**src/p1td_pkg.sv**
```systemverilog
// Shared types, character codes and result codes of the P1 telegram deframer.
// No dependencies; every other file of the block imports this package.
`timescale 1ns / 1ps
`default_nettype none

package p1td_pkg;

    // Characters that frame a telegram.
    localparam logic [7:0] CH_START = 8'h2F;   // '/'
    localparam logic [7:0] CH_FIVE  = 8'h35;   // '5'
    localparam logic [7:0] CH_BANG  = 8'h21;   // '!'
    localparam logic [7:0] CH_CR    = 8'h0D;
    localparam logic [7:0] CH_LF    = 8'h0A;

    // Reflected CRC-16 polynomial.
    localparam logic [15:0] CRC_POLY = 16'hA001;

    // Parser phases.
    typedef enum logic [3:0] {
        PH_HUNT   = 4'd0,
        PH_HEADER = 4'd1,
        PH_ID0    = 4'd2,
        PH_ID1    = 4'd3,
        PH_ID2    = 4'd4,
        PH_ID3    = 4'd5,
        PH_BODY   = 4'd6,
        PH_SUM    = 4'd7
    } phase_t;

    // Byte classes.
    localparam logic [1:0] CLS_OUTSIDE = 2'd0;
    localparam logic [1:0] CLS_HEADER  = 2'd1;
    localparam logic [1:0] CLS_BODY    = 2'd2;
    localparam logic [1:0] CLS_TERM    = 2'd3;

    // Telegram status codes.
    localparam logic [1:0] ST_NONE     = 2'd0;
    localparam logic [1:0] ST_VALID    = 2'd1;
    localparam logic [1:0] ST_TRAILER  = 2'd2;
    localparam logic [1:0] ST_MISMATCH = 2'd3;

    // Count of checksum hex digits (also the position of the CR) and length of the checksum field.
    localparam logic [2:0] SUM_DIGITS  = 3'd4;
    localparam logic [2:0] SUM_LENGTH  = 3'd6;

    // One result item.
    typedef struct packed {
        logic [7:0]  data_byte;
        logic [1:0]  byte_class;
        logic        telegram_done;
        logic [1:0]  telegram_status;
        logic [15:0] computed_crc;
        logic [15:0] received_crc;
    } result_t;

    // Hex digit decode: bit 4 set marks a character that is not a hex digit.
    function automatic logic [4:0] hex_nibble(input logic [7:0] b);
        logic [4:0] n;
        begin
            n = 5'h10;
            if (b >= 8'h30 && b <= 8'h39) begin
                n = {1'b0, b[3:0]};
            end else if ((b >= 8'h41 && b <= 8'h46) || (b >= 8'h61 && b <= 8'h66)) begin
                n = {1'b0, b[3:0] + 4'd9};
            end
            return n;
        end
    endfunction

endpackage

`default_nettype wire

```
**src/p1_telegram_deframer_crc16.sv**
```systemverilog
// P1 telegram deframer with CRC-16 check: top level with input and result registers.
// An accepted request passes through the input register and then the result register
// before its result appears on the m_ ports. Depends on p1td_pkg and p1td_parse_core.
// Throughput: one byte per cycle while the sink keeps taking results, set by the
// combinational byte step of the parser and CRC update. Reset (aresetn, synchronous,
// active low) empties both registers and returns the parser to hunting for '/' with a zero CRC.
`timescale 1ns / 1ps
`default_nettype none

module p1_telegram_deframer_crc16 (
    input  wire logic        aclk,
    input  wire logic        aresetn,

    input  wire logic        s_valid,
    output logic             s_ready,
    input  wire logic [7:0]  s_rx_byte,

    output logic             m_valid,
    input  wire logic        m_ready,
    output logic [7:0]       m_data_byte,
    output logic [1:0]       m_byte_class,
    output logic             m_telegram_done,
    output logic [1:0]       m_telegram_status,
    output logic [15:0]      m_computed_crc,
    output logic [15:0]      m_received_crc
);
    import p1td_pkg::*;

    // Input register: holds one accepted request until the parser consumes it.
    logic       in_valid_reg;
    logic [7:0] in_byte_reg;

    // Result register: holds one finished result until the sink takes it.
    logic       out_valid_reg;
    result_t    out_reg;

    result_t    core_result;
    logic       advance;

    // The parser steps whenever the input register holds a byte and the result
    // register is free or is being emptied in this same cycle. Its state moves on
    // only then, so every byte is parsed exactly once.
    assign advance = in_valid_reg && (!out_valid_reg || m_ready);

    // A new request may enter whenever the input register is empty or its byte is
    // moving on now; this keeps one byte per cycle flowing even with a full result
    // register, as long as the sink keeps taking results.
    assign s_ready = !in_valid_reg || advance;

    p1td_parse_core u_core (
        .aclk    (aclk),
        .aresetn (aresetn),
        .step_en (advance),
        .rx_byte (in_byte_reg),
        .result  (core_result)
    );

    always_ff @(posedge aclk) begin
        if (!aresetn) begin
            in_valid_reg <= 1'b0;
        end else if (s_ready) begin
            in_valid_reg <= s_valid;
        end
    end

    always_ff @(posedge aclk) begin
        if (s_valid && s_ready) begin
            in_byte_reg <= s_rx_byte;
        end
    end

    always_ff @(posedge aclk) begin
        if (!aresetn) begin
            out_valid_reg <= 1'b0;
        end else if (advance) begin
            out_valid_reg <= 1'b1;
        end else if (m_ready) begin
            out_valid_reg <= 1'b0;
        end
    end

    always_ff @(posedge aclk) begin
        if (advance) begin
            out_reg <= core_result;
        end
    end

    assign m_valid           = out_valid_reg;
    assign m_data_byte       = out_reg.data_byte;
    assign m_byte_class      = out_reg.byte_class;
    assign m_telegram_done   = out_reg.telegram_done;
    assign m_telegram_status = out_reg.telegram_status;
    assign m_computed_crc    = out_reg.computed_crc;
    assign m_received_crc    = out_reg.received_crc;

    // A status is reported only together with the end of a telegram.
    a_status_only_on_done: assert property (@(posedge aclk) disable iff (!aresetn)
        m_valid && !m_telegram_done |-> m_telegram_status == ST_NONE)
        else $error("telegram status reported without telegram end");

    // The byte that ends a telegram is always a checksum or trailer byte with a status.
    a_done_is_term: assert property (@(posedge aclk) disable iff (!aresetn)
        m_valid && m_telegram_done |->
            m_byte_class == CLS_TERM && m_telegram_status != ST_NONE)
        else $error("telegram end on a byte that is not a trailer byte");

    // A byte held in the input register is not dropped while the result side stalls.
    a_input_held: assert property (@(posedge aclk) disable iff (!aresetn)
        in_valid_reg && !advance |=> in_valid_reg && $stable(in_byte_reg))
        else $error("stalled input byte lost");

    // A stalled result stays in place.
    a_result_held: assert property (@(posedge aclk) disable iff (!aresetn)
        m_valid && !m_ready |=> m_valid && $stable(out_reg))
        else $error("stalled result changed");

endmodule

`default_nettype wire

```
**src/p1td_crc_byte.sv**
```systemverilog
// One-byte update of the reflected CRC-16, unrolled over the eight bits.
// Depends on p1td_pkg for the polynomial.
`timescale 1ns / 1ps
`default_nettype none

module p1td_crc_byte (
    input  wire logic [15:0] crc_in,
    input  wire logic [7:0]  data_in,
    output logic [15:0]      crc_out
);
    import p1td_pkg::*;

    logic [15:0] r;

    always_comb begin
        r = crc_in ^ {8'h00, data_in};
        for (int i = 0; i < 8; i++) begin
            if (r[0]) begin
                r = (r >> 1) ^ CRC_POLY;
            end else begin
                r = r >> 1;
            end
        end
        crc_out = r;
    end

endmodule

`default_nettype wire

```
**src/p1td_parse_core.sv**
```systemverilog
// Telegram parser: phase and checksum state registers plus the per-byte
// next-state logic. Depends on p1td_pkg and p1td_crc_byte.
`timescale 1ns / 1ps
`default_nettype none

module p1td_parse_core (
    input  wire logic          aclk,
    input  wire logic          aresetn,
    input  wire logic          step_en,
    input  wire logic [7:0]    rx_byte,
    output p1td_pkg::result_t  result
);
    import p1td_pkg::*;

    phase_t      phase_reg, phase_next;
    logic [15:0] crc_reg, crc_next;
    logic [2:0]  hdr_cnt_reg, hdr_cnt_next;
    logic [2:0]  sum_cnt_reg, sum_cnt_next;
    logic [15:0] sum_val_reg, sum_val_next;
    logic        hex_ok_reg, hex_ok_next;
    logic        trl_ok_reg, trl_ok_next;

    logic [15:0] crc_seed;
    logic [15:0] crc_upd;
    logic [2:0]  hdr_inc;
    logic [2:0]  sum_inc;
    logic [4:0]  nib;

    // A start character seen while hunting restarts the CRC from zero.
    assign crc_seed = (phase_reg == PH_HUNT && rx_byte == CH_START) ? 16'h0000 : crc_reg;

    p1td_crc_byte u_crc (
        .crc_in  (crc_seed),
        .data_in (rx_byte),
        .crc_out (crc_upd)
    );

    always_comb begin
        phase_next   = phase_reg;
        crc_next     = crc_reg;
        hdr_cnt_next = hdr_cnt_reg;
        sum_cnt_next = sum_cnt_reg;
        sum_val_next = sum_val_reg;
        hex_ok_next  = hex_ok_reg;
        trl_ok_next  = trl_ok_reg;
        hdr_inc      = (hdr_cnt_reg < 3'd7) ? hdr_cnt_reg + 3'd1 : hdr_cnt_reg;
        sum_inc      = sum_cnt_reg + 3'd1;
        nib          = hex_nibble(rx_byte);
        result       = '0;
        result.data_byte = rx_byte;

        if (phase_reg != PH_SUM) begin
            crc_next = crc_upd;
        end

        case (phase_reg)
            PH_HUNT: begin
                if (rx_byte == CH_START) begin
                    hdr_cnt_next      = 3'd1;
                    phase_next        = PH_HEADER;
                    result.byte_class = CLS_HEADER;
                end
            end
            PH_HEADER: begin
                result.byte_class = CLS_HEADER;
                hdr_cnt_next      = hdr_inc;
                if (hdr_inc >= 3'd4 && rx_byte == CH_FIVE) begin
                    phase_next = PH_ID0;
                end
            end
            PH_ID0: begin
                result.byte_class = CLS_HEADER;
                if (rx_byte == CH_CR) begin
                    phase_next = PH_ID1;
                end
            end
            PH_ID1: begin
                result.byte_class = CLS_HEADER;
                phase_next = (rx_byte == CH_LF) ? PH_ID2 : PH_HUNT;
            end
            PH_ID2: begin
                result.byte_class = CLS_HEADER;
                phase_next = (rx_byte == CH_CR) ? PH_ID3 : PH_HUNT;
            end
            PH_ID3: begin
                result.byte_class = CLS_HEADER;
                phase_next = (rx_byte == CH_LF) ? PH_BODY : PH_HUNT;
            end
            PH_BODY: begin
                if (rx_byte == CH_BANG) begin
                    result.byte_class = CLS_TERM;
                    phase_next        = PH_SUM;
                    sum_cnt_next      = 3'd0;
                    sum_val_next      = 16'h0000;
                    hex_ok_next       = 1'b1;
                    trl_ok_next       = 1'b1;
                end else begin
                    result.byte_class = CLS_BODY;
                end
            end
            PH_SUM: begin
                result.byte_class = CLS_TERM;
                if (sum_cnt_reg < SUM_DIGITS) begin
                    // A bad digit shifts in zero and spoils the comparison.
                    if (nib[4]) begin
                        hex_ok_next = 1'b0;
                    end
                    sum_val_next = {sum_val_reg[11:0], nib[4] ? 4'h0 : nib[3:0]};
                end else if (sum_cnt_reg == SUM_DIGITS) begin
                    if (rx_byte != CH_CR) begin
                        trl_ok_next = 1'b0;
                    end
                end else begin
                    if (rx_byte != CH_LF) begin
                        trl_ok_next = 1'b0;
                    end
                end
                sum_cnt_next = sum_inc;
                if (sum_inc >= SUM_LENGTH) begin
                    result.telegram_done = 1'b1;
                    if (!trl_ok_next) begin
                        result.telegram_status = ST_TRAILER;
                    end else if (!hex_ok_next || sum_val_next != crc_reg) begin
                        result.telegram_status = ST_MISMATCH;
                    end else begin
                        result.telegram_status = ST_VALID;
                    end
                end
            end
            default: begin
                phase_next = PH_HUNT;
            end
        endcase

        result.computed_crc = crc_next;
        result.received_crc = sum_val_next;

        if (result.telegram_done) begin
            phase_next   = PH_HUNT;
            crc_next     = 16'h0000;
            sum_cnt_next = 3'd0;
        end
    end

    always_ff @(posedge aclk) begin
        if (!aresetn) begin
            phase_reg   <= PH_HUNT;
            crc_reg     <= 16'h0000;
            hdr_cnt_reg <= 3'd0;
            sum_cnt_reg <= 3'd0;
            sum_val_reg <= 16'h0000;
            hex_ok_reg  <= 1'b1;
            trl_ok_reg  <= 1'b1;
        end else if (step_en) begin
            phase_reg   <= phase_next;
            crc_reg     <= crc_next;
            hdr_cnt_reg <= hdr_cnt_next;
            sum_cnt_reg <= sum_cnt_next;
            sum_val_reg <= sum_val_next;
            hex_ok_reg  <= hex_ok_next;
            trl_ok_reg  <= trl_ok_next;
        end
    end

endmodule

`default_nettype wire
```
**config.mk**
```make
export PLATFORM = sky130hd
export DESIGN_NAME = p1_telegram_deframer_crc16
export DESIGN_NICKNAME = d
export VERILOG_FILES = /design/src/p1td_pkg.sv /design/src/p1_telegram_deframer_crc16.sv /design/src/p1td_crc_byte.sv /design/src/p1td_parse_core.sv
export SDC_FILE = /design/constraint.sdc
export NUM_CORES = 1
export LEC_CHECK = 0
export ABC_AREA = 1
export BUFFER_PORTS_ARGS = -buffer_cell sky130_fd_sc_hd__clkbuf_2
export CAP_MARGIN = 10
export CORE_ASPECT_RATIO = 1.2
export CORE_MARGIN = 8
export CORE_UTILIZATION = 35
export DETAILED_ROUTE_END_ITERATION = 8
export GPL_TIMING_DRIVEN = 0
export HOLD_SLACK_MARGIN = 0.02
export PLACE_DENSITY = 0.49
export SETUP_SLACK_MARGIN = 0.5
export SLEW_MARGIN = 20
export SYNTH_ARGS = -nofsm -noshare
export SYNTH_HDL_FRONTEND = slang
export SYNTH_SLANG_ARGS = --single-unit
```
**constraint.sdc**
```tcl
create_clock -name aclk -period 3.3 [get_ports aclk]
set_input_delay 0.66 -clock aclk [delete_from_list [all_inputs] [get_ports aclk]]
set_output_delay 0.66 -clock aclk [all_outputs]
set_load 0.005 [all_outputs]
```
======== After elaboration in Yosys (flattened, before gate mapping) ========
Index checks and enable logic that the tools add are counted.
storage, ports and cells
  output and inout bits ................... 47
  word-level logic and storage cells ...... 142
  register bits after elaboration ......... 99
  bits of input ports ..................... 12
cells by class
  $lt $le $gt $ge ......................... 10
  add/sub/neg operators ................... 3
  equal/unequal tests ..................... 24
  bitwise operators ....................... 9
  mux-type cells .......................... 53
  reduce and logical (&&, ||, !) cells .... 26
operators by type and width
  kind                  number
  $mux W16              14
  $pmux W16 S2          1
  $pmux W4 S8           1
  $mux W3               9
  $eq A8 B6 Y1 const B  3
  $mux W4               6
  $not A2 Y3            8
  $eq A4 B3 Y1 const B  4
  $eq A8 B4 Y1 const B  2
  $ge A8 B7 Y1 const B  2
  $le A8 B7 Y1 const B  2
  $ne A16 B16 Y1        1
  $ne A8 B4 Y1 const B  2
  $xor A16 B8 Y16       1
  $mux W1               13
  $pmux W3 S2           2
  $reduce_and A3 Y1     4
  $mux W5               2
  $ne A3 B2 Y1 const B  3
  $eq A4 B2 Y1 const B  2
  $ge A8 B6 Y1 const B  1
  $le A8 B6 Y1 const B  1
  $pmux W2 S4           1
  $logic_and A1 B1 Y1   7
  other kinds (20)      33

======== Depth between registers and ports, before layout ========
Gate-level depths: netlist of the first run.
  depth after elaboration ................. 22
  mapped depth ............................ 20
  gate-level depth less buffers ........... 19

======== Cells and area by module ========
From an unflattened synthesis of the first run, not the netlist that was laid out.
second synthesis, totals
  cell total of the unflattened synthesis .. 664
  area total of the unflattened synthesis .. 5412.7 um2
modules (own cells, without submodules)
  module                      cells an instance  sequential area each (um2)  area each (um2)  times used
  p1td_parse_core             533                860.8                       3280.6           1
  p1_telegram_deframer_crc16  66                 1631.6                      1686.6           1
  p1td_crc_byte               65                 0.0                         445.4            1

======== Worst setup path after synthesis of the first run ========
Ideal clock, no wire load.
  path type ............................... in2reg
  start ................................... input m_ready
  end ..................................... register u_core.crc_reg[10]
  stages .................................. 9
  buffers on the path ..................... 1
  setup time .............................. 0.070 ns
  required time ........................... 3.230 ns
  path slack .............................. 0.659 ns
  arrival time ............................ 2.571 ns
  cell sequence ........................... inv_1 nand2_1 nand2_1 inv_1 nand2_1 inv_1 clkbuf_1 nand2_1 a21oi_1
between the ends
  longest elaborated chain between the ends .. 2
ends and longest elaborated chain
  element               line                              text
  from (decl)           p1_telegram_deframer_crc16.sv:19  input wire logic m_ready,
  $logic_or A1 B1 Y1    p1_telegram_deframer_crc16.sv:43  assign advance = in_valid_reg && (!out_valid_reg || m_ready);
  $logic_and A1 B1 Y1   p1_telegram_deframer_crc16.sv:43
  via advance           p1_telegram_deframer_crc16.sv:38  logic advance;
  to (signal assigned)  p1td_parse_core.sv:156            crc_reg <= crc_next;
  to (decl)             p1td_parse_core.sv:16             logic [15:0] crc_reg, crc_next;
The timed path passes the listed nets, and every way through them passes these cells.
A chain may end at the register's enable or synchronous reset.

======== Final worst setup path of the first run ========
  start ................................... register in_byte_reg[0]
  end ..................................... register out_reg, in the netlist m_telegram_status[1], data pin
between the ends
  longest elaborated chain between the ends .. 12
  elaborated cells on any way between the ends .. 31
  classes of those cells .................. add/sub: 1; order compare: 6; eq/ne: 3; mux: 15; reduce/logical: 6
ends and longest elaborated chain
  element                                             line                                            text
  from (decl)                                         p1_telegram_deframer_crc16.sv:31                logic [7:0] in_byte_reg;
  from (signal assigned)                              p1_telegram_deframer_crc16.sv:68                in_byte_reg <= s_rx_byte;
  $ge A8 B7 Y1 or $le A8 B7 Y1 (tied branches)        p1td_pkg.sv:63                                  end else if ((b >= 8'h41 && b <= 8'h46) || (b >= 8'h61 && b <= 8'h66)) begin
  $logic_and A1 B1 Y1                                 p1td_pkg.sv:63
  $logic_or A1 B1 Y1                                  p1td_pkg.sv:63
  $mux W5                                             p1td_pkg.sv:63
  $mux W5                                             p1td_pkg.sv:61                                  if (b >= 8'h30 && b <= 8'h39) begin
  $mux W4 or $mux W1 (tied branches)                  p1td_parse_core.sv:108, p1td_parse_core.sv:105
  $mux W16 or $mux W1 (tied branches)                 p1td_parse_core.sv:103                          if (sum_cnt_reg < SUM_DIGITS) begin
  $mux W16 or $mux W1 (tied branches)                 p1td_parse_core.sv:56                           case (phase_reg)
  $ne A16 B16 Y1 or $logic_not A1 Y1 (tied branches)  p1td_parse_core.sv:123                          end else if (!hex_ok_next || sum_val_next != crc_reg) begin
  $logic_or A1 B1 Y1                                  p1td_parse_core.sv:123
  $mux W2                                             p1td_parse_core.sv:123
  $mux W2 *                                           p1td_parse_core.sv:121                          if (!trl_ok_next) begin
  to (signal assigned)                                p1_telegram_deframer_crc16.sv:84                out_reg <= core_result;
  to (decl)                                           p1_telegram_deframer_crc16.sv:35                result_t out_reg;
Every way passes the cells marked *; elsewhere a longest branch is shown, timed or not. The select of a mux whose other input is x is not followed.

==> summary.txt, run 1 <==
outcome: finished clean
all-layer global routing usage: 15.23%
CTS tree: yes
post-synthesis net count: 627
DP Area: 0.005451 mm2
average cell area after synthesis: 8.117 um2
global-route wire length before repair: 22150 um
Synth Instances: 607
grt total ovfl: 0
HPWL after detailed placement: 10380 um
CTS sink count: 98
top cells by area, synth: edfxtp_1, dfxtp_1, nand2_1, o21ai_0, inv_1
reg2reg path depth: 13
startpoint types: flip-flop
initial antenna violation count: 0
r2r endpoint: m_telegram_status[1]
CTS Hold Bufs: 0
DR WL/cell: 16.06 um
DRT iter0 DRCs: 315
Hold Path Depth: 0
die height: 146.0 um
EDFF count, synth: 53
Avg Vias per Cell: 5.010
Sw Ratio: 25.41%
most common cell in the netlist: nand2_1
period utilization: 78.97%
final hold violations: 0
Synth top cells by count: nand2_1, inv_1, o21ai_0
fin crit period: 2.606 ns
pwr/cell area: 493.3 mW/mm2
met2 GRT Util: 26.53%
Num CTS Buffers: 9
FILL cells: 1448
Routed Antenna Nets: 0
final setup vio count: 0
Antenna Cells: 0
busiest grt layer: met2
Seq/Total Area, Yosys: 50.58%
Most used DFF post-synth: edfxtp_1
Async SR Flop Fraction: 0%
number of synthesized register bits: 98
io pins: 59
crit end category: flip-flop
clock power share: 40.0%
CTS root buf: clkbuf_16
cell row count: 47
clock latency on the worst-skew pair: 0.35 ns
Placer Congestion: 0.8720
Synth Cell Area: 0.004927 mm2
worst ir drop on vdd: 0.2850 mV
Layout area overhead: 18.54%
smallest hold slack: 0.4773 ns
Setup Crit Path Kind: reg2reg
min-delay src: in_byte_reg[2]
Achievable Freq: 383.7 MHz
die area: 0.01815 mm2
Starting Density: 35.81%
Synth cell types: 36
Non-Filler Cell Area, Final: 0.005841 mm2
core box area: 0.01376 mm2
RSZ-0062 raised after global routing: true
WP data required: 3.40 ns
Nets: 703
Net Sw Power: 0.7321 mW
Comb power frac: 11.4%
met3 usage in global routing: 3.280%
WL final: 13800 um
clock transition at the registers of the reported paths: 0.07 ns
vias after detailed routing: 4304
Crit path arrival time: 2.71 ns
Seq pwr share: 48.7%
die width: 124.3 um
vias in the first global route: 4213
worst r2r src: in_byte_reg[0]
Slew headroom: 51.14%
layout cell share with drive strength beyond 1: 16.13%
Worst Hold Endpoint: m_data_byte[2]
worst-margin pin slew: 0.7329 ns
Ys Warns: 0
area leader, netlist: edfxtp_1
Internal: 2.149 mW
largest fanout on the critical path: 7
r2r setup slk: 0.69 ns
Hold Path Class: reg2reg
DRC viols: 0
clk_skew: 0.01166 ns
Leak: 2.554 nW
max-slew violations: 0
htree depth: 3
Total Neg Setup Slack: 0 ns
share of the synthesized area in the top cell type: 32.30%
met1 usage: 17.90%
max_cap viols: 0
port bufs: 58
router iterations before antenna repair: 5
deepest clock path buffer count: 2
pin count of the biggest net entering global routing: 32
critical path: stages (launching register included):
cell	delay, ns
edfxtp_1	0.50
inv_1	0.16
ha_1	0.25
o31ai_1	0.22
nor2_1	0.09
inv_1	0.10
o21ai_0	0.12
a21oi_1	0.13
o21ai_0	0.12
nand3_1	0.15
xor2_1	0.16
nand3_1	0.08
o21ai_1	0.21
inv_1	0.07
power by group through the flow:
stage | combinational [mW] | clock [mW] | sequential (mW)
2_1_floorplan | 0.208 | 0 | 1.42
3_3_place_gp | 0.311 | 0 | 1.43
3_5_place_dp | 0.320 | 0 | 1.43
4_1_cts | 0.322 | 1.17 | 1.40
5_1_grt | 0.370 | 1.22 | 1.41
6_report | 0.327 | 1.15 | 1.40
per-layer routing:
metal / part of all wire, % / wire length, um
met3: 5.2 / 722
met2: 50 / 6887
met4: 1.9 / 261
met5: 0 / 0
met1: 43 / 5927
cells by family (layout without fill, tap and decap cells):
kind of cell,Yosys count,in the layout,synth area share (%)
buffers and inverters,99,180,7.897
and+or+nand+nor,252,252,21.43
xor gates and xnor gates,21,21,3.733
adders and majority gates,8,8,2.032
DFF,98,98,50.58
AOI/OAI and AO/OA,129,129,14.32
how the worst max path moves through the flow:
stage                         startpoint               endpoint  slack [ns]  cells after the start
after floorplan                  m_ready     u_core.crc_reg[10]        0.66                      9
after global placement           m_ready      u_core.crc_reg[2]       -0.38                     10
after detailed placement  in_byte_reg[1]  u_core.sum_cnt_reg[0]        0.47                     11
after CTS                 in_byte_reg[0]   m_telegram_status[1]        0.54                     13
after global routing      in_byte_reg[0]      u_core.crc_reg[0]        0.48                     20
final                     in_byte_reg[0]   m_telegram_status[1]        0.69                     13
per-stage QoR:
| step | power, mW | utilization (%) | setup WS [ns] | cells |
|---|---|---|---|---|
| after floorplan | 1.629 | - | 0.6587 | 607 |
| after CTS | 2.897 | 42.03 | 0.5434 | 853 |
| after global routing | 2.998 | 42.44 | 0.4804 | 859 |
| final | 2.881 | 42.44 | 0.6940 | 859 |
| after detailed placement | 1.751 | 39.62 | 0.4711 | 837 |
| after global placement | 1.743 | 39.47 | -0.3803 | 836 |
layout make-up:
type / instances / area [um2] / share of cell area, %
Inverter: 75 / 281.5 / 4.820
Multi-Input combinational cell: 410 / 2064 / 35.35
Clock inverter: 7 / 98.84 / 1.692
Clock buffer: 9 / 225.2 / 3.856
Sequential cell: 98 / 2492 / 42.67
Tap cell: 171 / 214.0 / 3.663
Buffer: 24 / 108.9 / 1.864
Timing Repair Buffer: 65 / 355.3 / 6.084
what timing repair did:
action | CTS | global route
resized for setup | 2 | 5
setup buffers | 0 | 6
pin swaps | 0 | 1
endpoints found under the setup margin | 7 | 10
placed cells by master, fill, tap and decap left out, types with 2 or more instances in the layout:
master,n
a211oi_1,5
a21oi_1,45
a31oi_1,7
buf_2,8
buf_4,6
bufinv_16,2
clkbuf_1,13
clkbuf_16,9
clkbuf_2,59
clkinv_2,2
dfxtp_1,45
edfxtp_1,53
ha_1,8
inv_1,71
inv_2,4
inv_6,2
nand2_1,165
nand2_2,5
nand3_1,34
nand3_2,2
nand4_1,4
nor2_1,28
nor2_2,3
nor3_1,5
nor4_1,2
o211ai_1,3
o21ai_0,54
o21ai_1,2
o22ai_1,6
o31ai_1,2
xnor2_1,4
xor2_1,17
Power figures use the tool's default switching activity.
==> run 2: changes to the inputs <==
--- a/config.mk
+++ b/config.mk
@@ -14,7 +14,7 @@
 export DETAILED_ROUTE_END_ITERATION = 8
 export GPL_TIMING_DRIVEN = 0
 export HOLD_SLACK_MARGIN = 0.02
-export PLACE_DENSITY = 0.49
+export PLACE_DENSITY = 0.5
 export SETUP_SLACK_MARGIN = 0.5
 export SLEW_MARGIN = 20
 export SYNTH_ARGS = -nofsm -noshare
==> constraint.sdc (replaced) <==
create_clock -name aclk -period 2.1 [get_ports aclk]
set_input_delay 0.42 -clock aclk [delete_from_list [all_inputs] [get_ports aclk]]
set_output_delay 0.42 -clock aclk [all_outputs]
set_load 0.005 [all_outputs]
==> run 2 against run 1 <==
Effect of this change: the run now ends with setup timing left; sequential share of layout area decreased by 9.2 points; first-iteration DRC count decreased by 18%; sequential power increased by 58%; power increased by 71%; critical endpoint unchanged; highest routed layer unchanged.
==> summary.txt, run 2 (synthesis gave the netlist of run 1 again) <==
outcome: finished, violations left (was finished clean)
violated checks: setup timing
worst ir drop on vdd: 0.4354 mV (was 0.2850 mV)
CTS root buf: clkbuf_16 (unchanged)
grt total ovfl: 0 (unchanged)
WL final: 16140 um (was 13800 um)
pwr/cell area: 663.2 mW/mm2 (was 493.3 mW/mm2)
worst-margin pin slew: 0.7619 ns (was 0.7329 ns)
final core occ: 54.12% (was 42.44%)
Num CTS Buffers: 9 (unchanged)
clock latency on the worst-skew pair: 0.35 ns (about the same)
die area: 0.01815 mm2 (unchanged)
die width: 124.3 um (unchanged)
worst setup margin: -0.3836 ns (was 0.6940 ns)
largest fanout on the critical path: 5 (was 7)
port bufs: 58 (unchanged)
global-route wire length before repair: 24700 um (was 22150 um)
CTS sink count: 98 (unchanged)
period utilization: 118.3% (was 78.97%)
htree depth: 3 (unchanged)
WP data required: 2.20 ns (was 3.40 ns)
Achievable Freq: 402.6 MHz (was 383.7 MHz)
die height: 146.0 um (unchanged)
startpoint types: flip-flop (unchanged)
DP Area: 0.005575 mm2 (was 0.005451 mm2)
met1 usage: 19.21% (was 17.90%)
vias in the first global route: 4704 (was 4213)
cell row count: 47 (unchanged)
RSZ-0062 raised after global routing: true (unchanged)
Nets: 773 (was 703)
Starting Density: 35.81% (unchanged)
vias after detailed routing: 4779 (was 4304)
Routed Antenna Nets: 0 (unchanged)
DR WL/cell: 17.37 um (was 16.06 um)
Setup Crit Path Kind: reg2reg (unchanged)
Layout area overhead: 51.14% (was 18.54%)
FILL cells: 1262 (was 1448)
max_cap viols: 0 (unchanged)
met2 GRT Util: 29.13% (was 26.53%)
layout cell share with drive strength beyond 1: 44.33% (was 16.13%)
Leak: 3.099 nW (was 2.554 nW)
Avg Vias per Cell: 5.144 (was 5.010)
Non-Filler Cell Area, Final: 0.007447 mm2 (was 0.005841 mm2)
final hold violations: 0 (unchanged)
most frequent cells in the layout: nand2_1, clkbuf_2, inv_1 (was nand2_1, inv_1, clkbuf_2)
fin crit period: 2.484 ns (was 2.606 ns)
clk_skew: 0.009362 ns (was 0.01166 ns)
crit end category: flip-flop (unchanged)
Slew headroom: 49.21% (was 51.14%)
io pins: 59 (unchanged)
all-layer global routing usage: 16.99% (was 15.23%)
met3 usage in global routing: 4.337% (was 3.280%)
DRC viols: 0 (unchanged)
deepest clock path buffer count: 2 (unchanged)
router iterations before antenna repair: 7 (was 5)
commonest non-fill, non-tap cell in the layout: nand2_1 (unchanged)
DRT iter0 DRCs: 257 (was 315)
CTS tree: yes (unchanged)
CTS Hold Bufs: 0 (unchanged)
busiest grt layer: met2 (unchanged)
Hold Path Class: in2reg (was reg2reg)
initial antenna violation count: 0 (unchanged)
core box area: 0.01376 mm2 (unchanged)
Placer Congestion: 0.8776 (was 0.8720)
max-slew violations: 0 (unchanged)
Crit path arrival time: 2.58 ns (was 2.71 ns)
pin count of the biggest net entering global routing: 17 (was 32)
Antenna Cells: 0 (unchanged)
HPWL after detailed placement: 10310 um (was 10380 um)
final setup vio count: 70 (was 0)
clock transition at the registers of the reported paths: 0.07 ns (about the same)
-- run 2: cell types whose count changed in the layout (fill, tap and decap cells not counted), moves of 17 or more --
cell	change
nand2_1	-51
nand2_2	+43
nand3_1	-17
buf_4	+41
buf_6	+25
o21ai_0	-37
-- run 2: repair_timing --
action | CTS | global route
pin swaps | 38 | 37
cloned | 5 | 0
buffers inserted | 57 | 15
gates resized for setup | 168 | 91
endpoints found under the setup margin | 124 | 89
-- run 2: per-stage QoR --
| stage | hold WS [ns] | power [mW] | setup TNS (ns) | worst slack, ns | std cells |
|---|---|---|---|---|---|
| 6_report | 0.2439 | 4.939 | -9.841 | -0.3836 | 929 |
| 4_1_cts | 0.2375 | 4.878 | -3.366 | -0.2554 | 914 |
| 3_5_place_dp | 0.4518 | 2.773 | -26.69 | -0.5854 | 836 |
| 3_3_place_gp | 0.4365 | 2.764 | -22.64 | -0.4935 | 836 |
| 2_1_floorplan | 0.4206 | 2.583 | -0.01503 | -0.01503 | 607 |
| 5_1_grt | 0.2336 | 5.107 | -15.21 | -0.4845 | 929 |
-- run 2: final timing paths --
path / slack, ns / to / depth (start not counted) / start
setup / recovery: -0.38 / m_telegram_status[1] / 13 / in_byte_reg[0]
hold / removal: 0.24 / in_byte_reg[2] / 1 / s_rx_byte[2]
setup reg to reg: -0.38 / m_telegram_status[1] / 13 / in_byte_reg[0]
hold reg to reg: 0.47 / m_data_byte[2] / 0 / in_byte_reg[2]
-- run 2: layer usage --
metal	part of all wire, %	routed length [um]	up-vias
met5	0	0	-
met4	3.4	542	0
met3	5.2	842	32
met2	51	8227	157
met1	40	6523	2271
li1	-	-	2319
-- run 2: cell type report --
class                           count  area [um2]  area share, %
Multi-Input combinational cell    410        2892          38.83
Sequential cell                    98        2494          33.48
Clock buffer                       10       239.0          3.209
Clock inverter                      6       112.6          1.512
Timing Repair Buffer              132       993.5          13.34
Tap cell                          171       214.0          2.873
Inverter                           75       314.1          4.217
Timing Repair inverter              3       22.52         0.3024
Buffer                             24       166.4          2.235
-- run 2: where the power goes --
group	internal [mW]	switching (mW)
Clock	1.20	0.747
Combinational	0.327	0.458
Sequential	2.14	0.0683
Total	3.67	1.27
-- run 2: critical path, stage by stage (launching register included) --
cell      delay (ns)
edfxtp_1        0.51
buf_6           0.18
ha_4            0.17
o31ai_4         0.25
nor2_2          0.09
inv_2           0.10
buf_6           0.11
nand2_4         0.05
a21oi_2         0.15
o21ai_2         0.08
o211ai_1        0.16
xnor2_1         0.13
o21ai_2         0.19
inv_1           0.06
